## src/sv/jeu_pkg.sv

```systemverilog
// Shared types and constants for the response envelope checker.
`default_nettype none

package jeu_pkg;

  // Message length counter saturates at 2^24.
  localparam int unsigned LEN_W = 25;
  localparam int unsigned MAX_LEN_W = 24;
  localparam logic [LEN_W-1:0] COUNT_CAP = 25'h100_0000;
  localparam logic [MAX_LEN_W-1:0] MAX_LEN_RESET = 24'd65536;

  // Key text "abiVersion":1 with its quotes, first byte at index 0.
  localparam int unsigned KEY_LEN = 14;
  localparam int unsigned WIN_LEN = KEY_LEN - 1;
  localparam logic [7:0] KEY_TEXT [KEY_LEN] = '{
    8'h22, 8'h61, 8'h62, 8'h69, 8'h56, 8'h65, 8'h72,
    8'h73, 8'h69, 8'h6f, 8'h6e, 8'h22, 8'h3a, 8'h31
  };

  // Envelope delimiters.
  localparam logic [7:0] OPEN_BRACE = 8'h7b;
  localparam logic [7:0] CLOSE_BRACE = 8'h7d;

  // UTF-8 byte classes.
  localparam logic [7:0] CTRL_LIMIT = 8'h20;
  localparam logic [7:0] CONT_MASK = 8'hc0;
  localparam logic [7:0] CONT_CODE = 8'h80;
  localparam logic [7:0] LEAD2_MASK = 8'he0;
  localparam logic [7:0] LEAD2_CODE = 8'hc0;
  localparam logic [7:0] LEAD3_MASK = 8'hf0;
  localparam logic [7:0] LEAD3_CODE = 8'he0;
  localparam logic [7:0] LEAD4_MASK = 8'hf8;
  localparam logic [7:0] LEAD4_CODE = 8'hf0;

  // Code point limits.
  localparam int unsigned CP_W = 21;
  localparam logic [CP_W-1:0] CP_MAX_1B = 21'h00007f;
  localparam logic [CP_W-1:0] CP_MAX_2B = 21'h0007ff;
  localparam logic [CP_W-1:0] CP_MAX_3B = 21'h00ffff;
  localparam logic [CP_W-1:0] CP_SURR_LO = 21'h00d800;
  localparam logic [CP_W-1:0] CP_SURR_HI = 21'h00dfff;
  localparam logic [CP_W-1:0] CP_MAX = 21'h10ffff;

  // Continuation counts of a multibyte sequence.
  localparam logic [1:0] SEQ_NONE = 2'd0;
  localparam logic [1:0] SEQ_TWO = 2'd1;
  localparam logic [1:0] SEQ_THREE = 2'd2;
  localparam logic [1:0] SEQ_FOUR = 2'd3;

  typedef enum logic [1:0] {
    VERDICT_VALID     = 2'd0,
    VERDICT_MALFORMED = 2'd1,
    VERDICT_TOO_LARGE = 2'd2
  } verdict_t;

  // Text decoder status after the current byte.
  typedef struct packed {
    logic text_error;
    logic seq_open;
  } utf8_status_t;

endpackage

`default_nettype wire

```

## src/sv/jeu_utf8_tracker.sv

```systemverilog
// Strict UTF-8 decoder state with sticky error, one byte per step.
`default_nettype none

module jeu_utf8_tracker (
  input  wire logic                  clk,
  input  wire logic                  rst_n,
  input  wire logic                  step,
  input  wire logic                  flush,
  input  wire logic [7:0]            data_byte,
  output jeu_pkg::utf8_status_t      status
);
  import jeu_pkg::*;

  logic [1:0]      pend_r, pend_nxt;
  logic [1:0]      seq_r, seq_nxt;
  logic [CP_W-1:0] cp_r, cp_nxt;
  logic            err_r, err_nxt;
  logic [CP_W-1:0] cp_sh;
  logic            bad_cp;

  // Decode one byte against the current sequence state.
  always_comb begin
    pend_nxt = pend_r;
    seq_nxt  = seq_r;
    cp_nxt   = cp_r;
    err_nxt  = err_r;
    cp_sh    = {cp_r[CP_W-7:0], data_byte[5:0]};
    bad_cp   = (cp_sh <= CP_MAX_1B) ||
               ((cp_sh <= CP_MAX_2B) && (seq_r == SEQ_THREE)) ||
               ((cp_sh <= CP_MAX_3B) && (seq_r == SEQ_FOUR)) ||
               ((cp_sh >= CP_SURR_LO) && (cp_sh <= CP_SURR_HI)) ||
               (cp_sh > CP_MAX);
    if (pend_r == SEQ_NONE) begin
      if (!data_byte[7]) begin
        if (data_byte < CTRL_LIMIT) begin
          err_nxt = 1'b1;
        end
      end else if ((data_byte & LEAD2_MASK) == LEAD2_CODE) begin
        cp_nxt   = {16'd0, data_byte[4:0]};
        pend_nxt = SEQ_TWO;
        seq_nxt  = SEQ_TWO;
      end else if ((data_byte & LEAD3_MASK) == LEAD3_CODE) begin
        cp_nxt   = {17'd0, data_byte[3:0]};
        pend_nxt = SEQ_THREE;
        seq_nxt  = SEQ_THREE;
      end else if ((data_byte & LEAD4_MASK) == LEAD4_CODE) begin
        cp_nxt   = {18'd0, data_byte[2:0]};
        pend_nxt = SEQ_FOUR;
        seq_nxt  = SEQ_FOUR;
      end else begin
        err_nxt = 1'b1;
      end
    end else begin
      if ((data_byte & CONT_MASK) != CONT_CODE) begin
        err_nxt = 1'b1;
      end
      pend_nxt = pend_r - 2'd1;
      cp_nxt   = cp_sh;
      // The sequence completes: check the decoded value.
      if (pend_r == SEQ_TWO) begin
        if (bad_cp) begin
          err_nxt = 1'b1;
        end
        cp_nxt  = '0;
        seq_nxt = SEQ_NONE;
      end
    end
  end

  assign status = utf8_status_t'{text_error: err_nxt, seq_open: (pend_nxt != SEQ_NONE)};

  // State advances with each processed byte and clears after the final one.
  always_ff @(posedge clk) begin
    if (!rst_n) begin
      pend_r <= SEQ_NONE;
      seq_r  <= SEQ_NONE;
      cp_r   <= '0;
      err_r  <= 1'b0;
    end else if (step) begin
      if (flush) begin
        pend_r <= SEQ_NONE;
        seq_r  <= SEQ_NONE;
        cp_r   <= '0;
        err_r  <= 1'b0;
      end else begin
        pend_r <= pend_nxt;
        seq_r  <= seq_nxt;
        cp_r   <= cp_nxt;
        err_r  <= err_nxt;
      end
    end
  end

endmodule

`default_nettype wire

```

## config.mk

```make
export PLATFORM = sky130hd
export DESIGN_NAME = jeu_utf8_tracker
export DESIGN_NICKNAME = d
export VERILOG_FILES = /design/src/sv/jeu_pkg.sv /design/src/sv/jeu_utf8_tracker.sv
export SDC_FILE = /design/constraint.sdc
export NUM_CORES = 1
export LEC_CHECK = 0
export BUFFER_PORTS_ARGS = -buffer_cell sky130_fd_sc_hd__buf_2
export CAP_MARGIN = 20
export CORE_MARGIN = 2
export CORE_UTILIZATION = 59
export CTS_CLUSTER_SIZE = 14
export DETAILED_ROUTE_END_ITERATION = 16
export GPL_TIMING_DRIVEN = 0
export HOLD_SLACK_MARGIN = 0.03
export PLACE_DENSITY = 0.79
export SLEW_MARGIN = 25
export SYNTH_ARGS = -nofsm -noshare
export SYNTH_HDL_FRONTEND = slang
export SYNTH_SLANG_ARGS = --single-unit
```

## constraint.sdc

```tcl
create_clock -name clk -period 2.89 [get_ports clk]
set_clock_uncertainty 0.1 [all_clocks]
set_input_delay 0 -clock clk [delete_from_list [all_inputs] [get_ports clk]]
set_output_delay 0 -clock clk [all_outputs]
set_load 0.005 [all_outputs]
```

==> results of run 1 <==
## state kept, by name, summed over array words and instances, names as in the netlist
name    flops
pend_r      2
seq_r       2
err_r       1
cp_r       15
## power groups by stage
stage	Clock, mW	Combinational [mW]	Sequential (mW)
2_1_floorplan	0	0.0396	0.289
6_report	0.166	0.0796	0.284
3_5_place_dp	0	0.0639	0.290
3_3_place_gp	0	0.0632	0.290
4_1_cts	0.167	0.0777	0.283
5_1_grt	0.177	0.0868	0.284
## metal layers
metal | part of all wire | up-vias | wire [um] | GRT usage
met5 | 0 | - | 0 | 0
met4 | 0.036 | 0 | 90 | 0.1706
met3 | 0.047 | 11 | 118 | 0.02800
met2 | 0.46 | 39 | 1159 | 0.4286
met1 | 0.46 | 510 | 1149 | 0.3706
li1 | - | 548 | - | -
## cell type report
class	instances	area, sq um	share of cell area
Clock buffer	4	36.28	0.02827
Multi-Input combinational cell	104	563.0	0.4386
Sequential cell	20	400.4	0.3119
Timing Repair Buffer	29	225.2	0.1754
Inverter	3	11.26	0.008772
Buffer	5	27.53	0.02144
Tap cell	16	20.02	0.01559
## worst max-delay path: stages, from the launching register on
cell and delay, ns:
dfxtp_1 0.35, or4_1 0.57, nor4b_1 0.30, nor3_1 0.14
o22ai_1 0.18, dlygate4sd3_1 0.55
## stage by stage
stage	setup WS [ns]	hold slack, ns	utilization	instance area, sq um
after CTS	0.6669	0.04563	0.8328	1284
after detailed placement	1.163	0.1576	0.7054	1087
final	0.6664	0.04324	0.8328	1284
after floorplan	1.361	-0.005676	-	1002
after global routing	0.5445	0.08571	0.8328	1284
after global placement	1.176	0.1522	0.7054	1087
## path summary, 6_finish.rpt
check | to | slack, ns
setup / recovery | err_r$_SDFFE_PN0P_ | 0.67
hold / removal | pend_r[0]$_SDFFE_PN0P_ | 0.04
setup reg to reg | err_r$_SDFFE_PN0P_ | 0.67
hold reg to reg | cp_r[13]$_SDFFE_PN0P_ | 0.37
## cell usage in the layout (no fill, tap or decap)
cell type      instances
a21oi_1               21
nand2_1               21
dfxtp_1               20
nand3_1               17
dlygate4sd3_1         16
buf_2                 14
nor2_1                 6
o21ai_0                4
nand4_1                4
nor2b_1                3
or4_1                  3
clkbuf_4               3
inv_1                  2
or3_1                  2
nor4_1                 2
nor3_1                 2
buf_4                  2
clkbuf_1               2
nand2b_1               2
o22ai_1                2
o2111ai_1              2
nand3_2                1
or2_2                  1
and3_1                 1
nand3b_1               1
nor4b_1                1
nand2_2                1
nor2b_4                1
or3_4                  1
o21ai_2                1
o21a_1                 1
clkinv_1               1
a32oi_1                1
and2_1                 1
a31oi_1                1
clkbuf_8               1
## cells by family (layout without fill, tap and decap cells)
| logic type | Yosys count | after routing | synth area share |
|---|---|---|---|
| flops | 20 | 20 | 0.3995 |
| simple gates | 71 | 71 | 0.3758 |
| compound gates | 33 | 33 | 0.1860 |
| buf+inv | 8 | 41 | 0.03869 |
==> reports/metrics.yaml, run 1 <==
clkLatencyLatePin_ns: 0.31
gp_congestion: 0.9217
coreArea_sq_um: 1541
std_cell_rows: 14
diodes: 0
cts_resized: 0
clkPwrFrac: 0.314
drive_above_1_share: 0.1576
setup_viol_count_final: 0
status: "completed"
startpoint_type: "flop"
setup_tns_ns: 0
syn_area_sq_um: 1002
cellInternalPower_mw: 0.3945
drt_iter0_markers: 49
critPathRequiredTime_ns: 3.05
dp.cells: 161
vias_per_cell: 6.122
r2r-start: "cp_r[6]$_SDFFE_PN0P_"
power_frac_comb: 0.150
swShare: 0.2543
wl_per_cell_um: 13.91
cts_sinks: 20
antenna_found_initial: 0
area_delta_synth_final_pct: 28.09
tightest_slew_ns: 0.4436
num-nets-final: 178
initial_utilization: 0.6502
yosysTopAreaCell: "dfxtp_1"
hold_viol: 0
path_max_fanout: 4
post-cts-setup-buffer-count: 0
cts-buffers-inserted: 3
synth_commonest_cells: "a21oi_1 (21), nand2_1 (21), dfxtp_1 (20)"
die_h_um: 45.22
synth-edff-count: 0
fin_total_pwr_mw: 0.5290
clock.fmax_mhz: 449.7
synth_cells: 132
synthFlopType: "dfxtp_1"
cts.htree.levels: 1
grt_pass1_vias: 956
switchingPower_mw: 0.1345
worstSetupStartpoint: "cp_r[6]$_SDFFE_PN0P_"
dr.pass1.iters: 4
drv_cap: 0
cts_max_path_buffers: 2
synth_top_area_frac: 0.3995
place_hpwl_um: 1660
ys_seq_elements: 20
grt_max_degree: 12
grt_setup_unrepaired: "false"
track_usage: 0.2775
final_max_slew_viol_count: 0
portBuffers: 13
relSlewSlack: 0.7043
io_pins: 14
drt-total-wl_um: 2518
die_area_sq_um: 2044
grt_pass1_wl_um: 4105
die_x_um: 45.22
peakVddDrop_v: 0.0003749
syn_avg_cell_area_sq_um: 7.593
syn_nets: 144
synth.area.top_cells: "dfxtp_1 (40%), a21oi_1 (10%), nand3_1 (8.5%), nand2_1 (7.9%), nand4_1 (2.5%)"
fin_cells: 181
drc: 0
ant_nets: 0
nFillCells: 97
end_kind: "flop"
min_from: "data_byte[7]"
min_period_ns: 2.224
cts_tree: "yes"
min_delay_path_depth: 4
yosysSeqAreaShare: 0.3995
p_leak_nw: 0.4676
overflow: 0
synth_cell_type_count: 33
arrival_ns: 2.38
r2r_cells: 5
critPathKind: "reg2reg"
clkTransAtPathRegs_ns: 0.12
power_density_nw_per_um2: 412.1
fin_crit_sh: 0.7694
yosysWarnings: 0
async_flop_share: 0
root_buffer: "clkbuf_4"
ctsHoldBuffers: 16
seq_power_share: 0.536
vias: 1108
hold_class: "in2reg"
Power figures use the tool's default switching activity.
==> run 2: changes to the inputs <==
Settings changed: ABC_AREA set to 1, CORE_UTILIZATION 59 to 50, PLACE_DENSITY 0.79 to 0.7.
Clock period 2.89 ns to 1.8 ns, I/O delays scaled along.
==> reports/metrics.yaml, run 2 <==
top_regs: "cp_r (15), pend_r (2), seq_r (2)"
power_density_nw_per_um2: 738.8  # +79%
yosysWarnings: 0  # unchanged
setup_ws_ns: 0.1648  # -0.5016 ns
tightest_slew_ns: 0.4658  # +0.02224 ns
fin_crit_sh: 0.9084
whs_ns: 0.03123  # -0.01200 ns
dr.pass1.iters: 4  # unchanged
setup_viol_count_final: 0  # unchanged
synth.area.top_cells: "dfxtp_1 (36%), nand2_1 (9.4%), a21oi_1 (7.6%), nor2_1 (7.1%), a211oi_2 (6.7%)"
synth-edff-count: 0  # unchanged
min_delay_path_depth: 5  # +1
rr_endpoint: "cp_r[8]$_SDFFE_PN0P_"
antenna_found_initial: 0  # unchanged
ant_nets: 0  # unchanged
path_buf_inv: 1  # unchanged
area_delta_synth_final_pct: 24.52
drv_cap: 0  # unchanged
synth_top_area_frac: 0.3600  # -0.03955
critPathRequiredTime_ns: 1.70  # -1.35 ns
final_common_cell: "nand2_1"
track_usage: 0.2204  # -0.05718
die_area_sq_um: 2618  # +28%
drc: 0  # unchanged
hold_class: "in2reg"
io_pins: 14  # unchanged
clock.fmax_mhz: 611.6
drt-total-wl_um: 2614  # +3.8%
end_kind: "primary output"
root_buffer: "clkbuf_4"
grt_pass1_wl_um: 4360  # +6.2%
post-route-util: 0.6447  # -0.1881
initial_utilization: 0.5178  # -0.1324
fin_total_pwr_mw: 1.023  # +93%
min_to: "err_r$_SDFFE_PN0P_"
synth_commonest_cells: "nand2_1 (28), nor2_1 (21), dfxtp_1 (20), inv_1 (20), a21oi_1 (17)"
placed_area_sq_um: 1212  # +12%
vias: 1085  # -2.1%
cts-buffers-inserted: 3  # unchanged
syn_area_sq_um: 1112  # +11%
cts_sinks: 20  # unchanged
dp.cells: 200  # +24%
startpoint_type: "flop"
std_cell_rows: 17  # +3
final_area_sq_um: 1385  # +7.9%
final_cell_mix: "nand2_1 (27), inv_1 (18), nor2_1 (18)"
cts.htree.levels: 1  # unchanged
hold_viol: 0  # unchanged
drt_iter0_markers: 20  # -59%
ys_seq_elements: 20  # unchanged
portBuffers: 13  # unchanged
overflow: 0  # unchanged
die_x_um: 51.17  # +13%
cp_slowest_cell: "dfxtp_2"
peakVddDrop_v: 0.0004042  # +7.8%
coreArea_sq_um: 2148  # +39%
r2r-start: "pend_r[1]$_SDFFE_PN0P_"
path_max_fanout: 3  # -1
cts_max_path_buffers: 2  # unchanged
synth_cells: 159  # +20%
synthSimpleGateAreaFrac: 0.3093  # -0.06644
clkLatencyLatePin_ns: 0.30  # about the same
cp_cell_sequence: "nor2_2 -> nand3_2 -> nor2_1 -> nand3_1 -> nand4_1 -> nand2_1 -> nand2_2 -> and2_4 -> buf_6"
synth_xor_area_frac: 0  # unchanged
synth_mux_area_frac: 0.008999  # +0.008999
final_max_slew_viol_count: 0  # unchanged
grt_setup_unrepaired: "false"
synth-adder-area-share: 0  # unchanged
pre_cts_ws_ns: 0.2728  # -0.8904 ns
synth_cell_type_count: 29  # -12%
fin_cells: 212  # +17%
yosysSeqAreaShare: 0.3600  # -0.03955
place_hpwl_um: 1829  # +10%
setup_tns_ns: 0  # unchanged
cts_tree: "yes"
largest_reg_flops: 15  # unchanged
p_leak_nw: 0.6157  # +32%
clkTransAtPathRegs_ns: 0.12  # about the same
wl_per_cell_um: 12.33  # -11%
largest_register: "cp_r"
slowest_delay_ns: 0.35  # -0.22 ns
arrival_ns: 1.54  # -0.84 ns
syn_avg_cell_area_sq_um: 6.996  # -7.9%
syn_nets: 171  # +19%
critPathKind: "reg2out"
status: "completed"
reg2reg_slack_ns: 0.22  # -0.45 ns
gp_congestion: 0.8532  # -7.4%
synth.most_common_cell: "nand2_1"
grt_max_degree: 13  # +1
synthFlopType: "dfxtp_1"
crit_family: "simple AND/OR/NAND/NOR gates"
synth_top_family_by_area: "simple AND/OR/NAND/NOR gates"
die_h_um: 51.17  # +13%
vias_per_cell: 5.118  # -16%
min_from: "data_byte[6]"
r2r_cells: 5  # unchanged
synth_compound_gate_area_share: 0.2058  # +0.01983
num-nets-final: 197  # +11%
relSlewSlack: 0.6894  # -0.01483
diodes: 0  # unchanged
drive_above_1_share: 0.2772  # +0.1196
min_period_ns: 1.635
grt_pass1_vias: 1033  # +8.1%
async_flop_share: 0  # unchanged
yosysTopAreaCell: "dfxtp_1"
-- run 2: area by class of cell --
cell class                 instances  area (sq um)
tap                               28         35.03
clock buffer                       3         22.52
multi-input combinational        110         605.6
inverter                          24         90.09
fill                             220         763.2
timing repair buffer              22         158.9
sequential                        20         411.6
buffer                             4         31.28
clock inverter                     1         30.03
-- run 2: cell families (layout without fill, tap and decap cells) --
family                 Yosys count  after routing
buffers and inverters           29             54
DFF                             20             20
muxes                            1              1
AOI/OAI and AO/OA               34             34
and+or+nand+nor                 75             75
-- run 2: metal layers --
layer | global-route usage | share of wire | vias to the layer above
li1 | - | - | 569
met1 | 0.2554 | 0.43 | 503
met2 | 0.4091 | 0.54 | 11
met3 | 0.03509 | 0.022 | 2
met4 | 0.06757 | 0.0065 | 0
met5 | 0 | 0 | -
-- run 2: repair_timing --
action | in CTS | in global routing
setup endpoints to repair | 1 | 1
hold endpoints to repair | 11 | 0
cloned | 0 | 0
hold buffers | 8 | 0
resized for setup | 1 | 18
setup buffers | 0 | 1
pin swaps | 0 | 6
-- run 2: worst max path at each step --
stage                            from                    to  slack (ns)  cells after the start
3_5_place_dp   pend_r[1]$_SDFFE_PN0P_  cp_r[3]$_SDFFE_PN0P_        0.27                      6
2_1_floorplan  pend_r[0]$_SDFFE_PN0P_  cp_r[1]$_SDFFE_PN0P_        0.43                     10
4_1_cts         cp_r[10]$_SDFFE_PN0P_             status[1]       0.009                     11
5_1_grt         cp_r[13]$_SDFFE_PN0P_             status[1]        0.03                      9
3_3_place_gp   pend_r[1]$_SDFFE_PN0P_  cp_r[3]$_SDFFE_PN0P_        0.29                      6
6_report        cp_r[13]$_SDFFE_PN0P_             status[1]        0.16                      9
-- run 2: power breakdown --
group          leakage, nW  switching [mW]  total, mW  internal [mW]
Sequential           0.166          0.0135      0.474          0.460
Combinational        0.421           0.101      0.184         0.0830
Clock               0.0279           0.140      0.365          0.225
-- run 2: tightest hold or removal path: cells and delay by family --
| kind | cells | cell delay [ns] |
|---|---|---|
| AO/OA/AOI/OAI | 1 | 0.11 |
| buffers and inverters | 1 | 0.09 |
| AND/OR/NAND/NOR | 3 | 0.19 |
==> run 3: changes to the inputs <==
Settings changed: CELL_PAD_IN_SITES_DETAIL_PLACEMENT set to 2, CELL_PAD_IN_SITES_GLOBAL_PLACEMENT set to 2, CORE_UTILIZATION 50 to 28.
==> reports/metrics.yaml, run 3 (same netlist as run 2, synthesis figures left out) <==
final_common_cell: "nand2_1"
die_x_um: 67.03  # +31%
cts_max_path_buffers: 2  # unchanged
cts-buffers-inserted: 3  # unchanged
vias: 1121  # +3.3%
setup_viol_count_final: 0  # unchanged
final_max_slew_viol_count: 0  # unchanged
clock.fmax_mhz: 582.3  # -4.8%
crit_family: "simple AND/OR/NAND/NOR gates"
startpoint_type: "flop"
final_cell_mix: "nand2_1 (27), inv_1 (19), nor2_1 (17), a21oi_1 (17), dfxtp_1 (15)"
portBuffers: 13  # unchanged
io_pins: 14  # unchanged
dp.cells: 220  # +10%
end_kind: "primary output"
grt_max_degree: 13  # unchanged
root_buffer: "clkbuf_8"
p_leak_nw: 0.6249  # +1.5%
area_delta_synth_final_pct: 29.36
coreArea_sq_um: 3744  # +74%
largest_register: "cp_r"
wl_per_cell_um: 14.55  # +18%
gp_congestion: 0.7541  # -12%
power_density_nw_per_um2: 771.3  # +4.4%
power_frac_comb: 0.169  # -0.011
cp_slowest_cell: "dfxtp_1"
clkLatencyLatePin_ns: 0.25  # -0.05 ns
fin_cells: 233  # +9.9%
std_cell_rows: 22  # +5
dr.pass1.iters: 4  # unchanged
diodes: 0  # unchanged
hold_class: "in2reg"
initial_utilization: 0.2971  # -0.2206
die_area_sq_um: 4493  # +72%
cts.htree.levels: 1  # unchanged
drv_cap: 0  # unchanged
path_max_fanout: 4  # +1
status: "completed"
final_area_sq_um: 1439  # +3.9%
drt-total-wl_um: 3391  # +30%
cts_sinks: 20  # unchanged
swShare: 0.2458  # -0.003631
drt_iter0_markers: 28  # +40%
placed_area_sq_um: 1237  # +2.1%
die_h_um: 67.03  # +31%
vias_per_cell: 4.811  # -6.0%
cts_tree: "yes"
track_usage: 0.1735  # -0.04684
timing.critical_path.mode_cell: "nand2_1"
drive_above_1_share: 0.2703  # -0.006904
hold_viol: 0  # unchanged
fin_crit_sh: 0.9541  # +0.04565
critPathRequiredTime_ns: 1.70  # about the same
cp_cell_sequence: "inv_2 -> nand2_1 -> nor2_1 -> nor2_1 -> nand3_1 -> nand4_1 -> nand2_1 -> nand2_1 -> and2_1 -> buf_4 -> buf_2"
clkPwrFrac: 0.404  # +0.047
top_regs: "cp_r (15), pend_r (2), seq_r (2)"
post-route-util: 0.3844  # -0.2604
overflow: 0  # unchanged
ant_nets: 0  # unchanged
seq_power_share: 0.427  # -0.036
critPathKind: "reg2out"
largest_reg_flops: 15  # unchanged
tightest_slew_ns: 0.4990  # +0.03317 ns
grt_pass1_vias: 1312  # +27%
relSlewSlack: 0.6673  # -0.02211
min_period_ns: 1.717  # +0.08217 ns
cellInternalPower_mw: 0.8370  # +9.0%
place_hpwl_um: 2687  # +47%
num-nets-final: 198  # +0.51%
slowest_delay_ns: 0.34  # about the same
arrival_ns: 1.62  # +0.08 ns
drc: 0  # unchanged
peakVddDrop_v: 0.0002477  # -39%
path_buf_inv: 3  # +2
antenna_found_initial: 0  # unchanged
clkTransAtPathRegs_ns: 0.08  # -0.04 ns
grt_setup_unrepaired: "true"
switchingPower_mw: 0.2728  # +6.9%
grt_pass1_wl_um: 5885  # +35%
## run 3: changes by cell type in the layout (fill, tap and decap cells not counted), moves of 2 or more
cell and change:
dfxtp_1 +2, dfxtp_2 -2, clkbuf_4 -2, clkbuf_8 +3
## run 3: final cells by class
| class | count | area, sq um |
|---|---|---|
| clock buffer | 3 | 41.29 |
| inverter | 24 | 90.09 |
| buffer | 5 | 41.29 |
| tap | 48 | 60.06 |
| timing repair buffer | 22 | 152.6 |
| fill | 448 | 2305 |
| sequential | 20 | 409.1 |
| multi-input combinational | 110 | 614.3 |
| clock inverter | 1 | 30.03 |
## run 3: final timing paths
path	startpoint	end	slack, ns	cells after the start
max	cp_r[10]$_SDFFE_PN0P_	status[1]	0.08	11
min	data_byte[6]	err_r$_SDFFE_PN0P_	0.08	5
min reg2reg	cp_r[0]$_SDFFE_PN0P_	cp_r[0]$_SDFFE_PN0P_	0.37	2
max reg2reg	pend_r[1]$_SDFFE_PN0P_	cp_r[10]$_SDFFE_PN0P_	0.12	5
## run 3: what timing repair did
| item | CTS | global route |
|---|---|---|
| hold buffers | 8 | 0 |
| gates cloned | 0 | 0 |
| pin swaps | 0 | 2 |
| buffers inserted | 0 | 1 |
| endpoints found under the setup margin | 1 | 4 |
| endpoints found under the hold margin | 10 | 0 |
| resized for setup | 4 | 14 |
## run 3: power groups by stage
stage | Combinational [mW] | Clock [mW] | Sequential [mW]
finish | 0.187 | 0.448 | 0.474
global route | 0.213 | 0.480 | 0.477
CTS | 0.186 | 0.459 | 0.475
detailed placement | 0.172 | 0 | 0.485
global placement | 0.164 | 0 | 0.484
floorplan | 0.117 | 0 | 0.480
## run 3: per-stage QoR
stage	hold slack [ns]	total power [mW]	TNS, ns	setup WS, ns
finish	0.07846	1.110	0	0.08264
global route	0.1056	1.170	-0.09005	-0.06523
CTS	0.08197	1.121	0	0.02405
detailed placement	0.1831	0.6569	0	0.1343
global placement	0.1711	0.6476	0	0.2126
floorplan	0.03837	0.5970	0	0.4290
## run 3: per-layer routing
metal / GRT usage / vias up / routed length [um] / share of wire
met1: 0.1822 / 545 / 1403 / 0.41
met5: 0 / - / 0 / 0
met4: 0.02296 / 0 / 0 / 0
met3: 0.02534 / 0 / 55 / 0.016
li1: - / 568 / - / -
met2: 0.3601 / 8 / 1932 / 0.57
## run 3: tightest hold or removal path: cells and delay by family
family | cells | cell delay, ns
AND/OR/NAND/NOR | 3 | 0.18
buffers and inverters | 1 | 0.10
AO/OA/AOI/OAI | 1 | 0.12
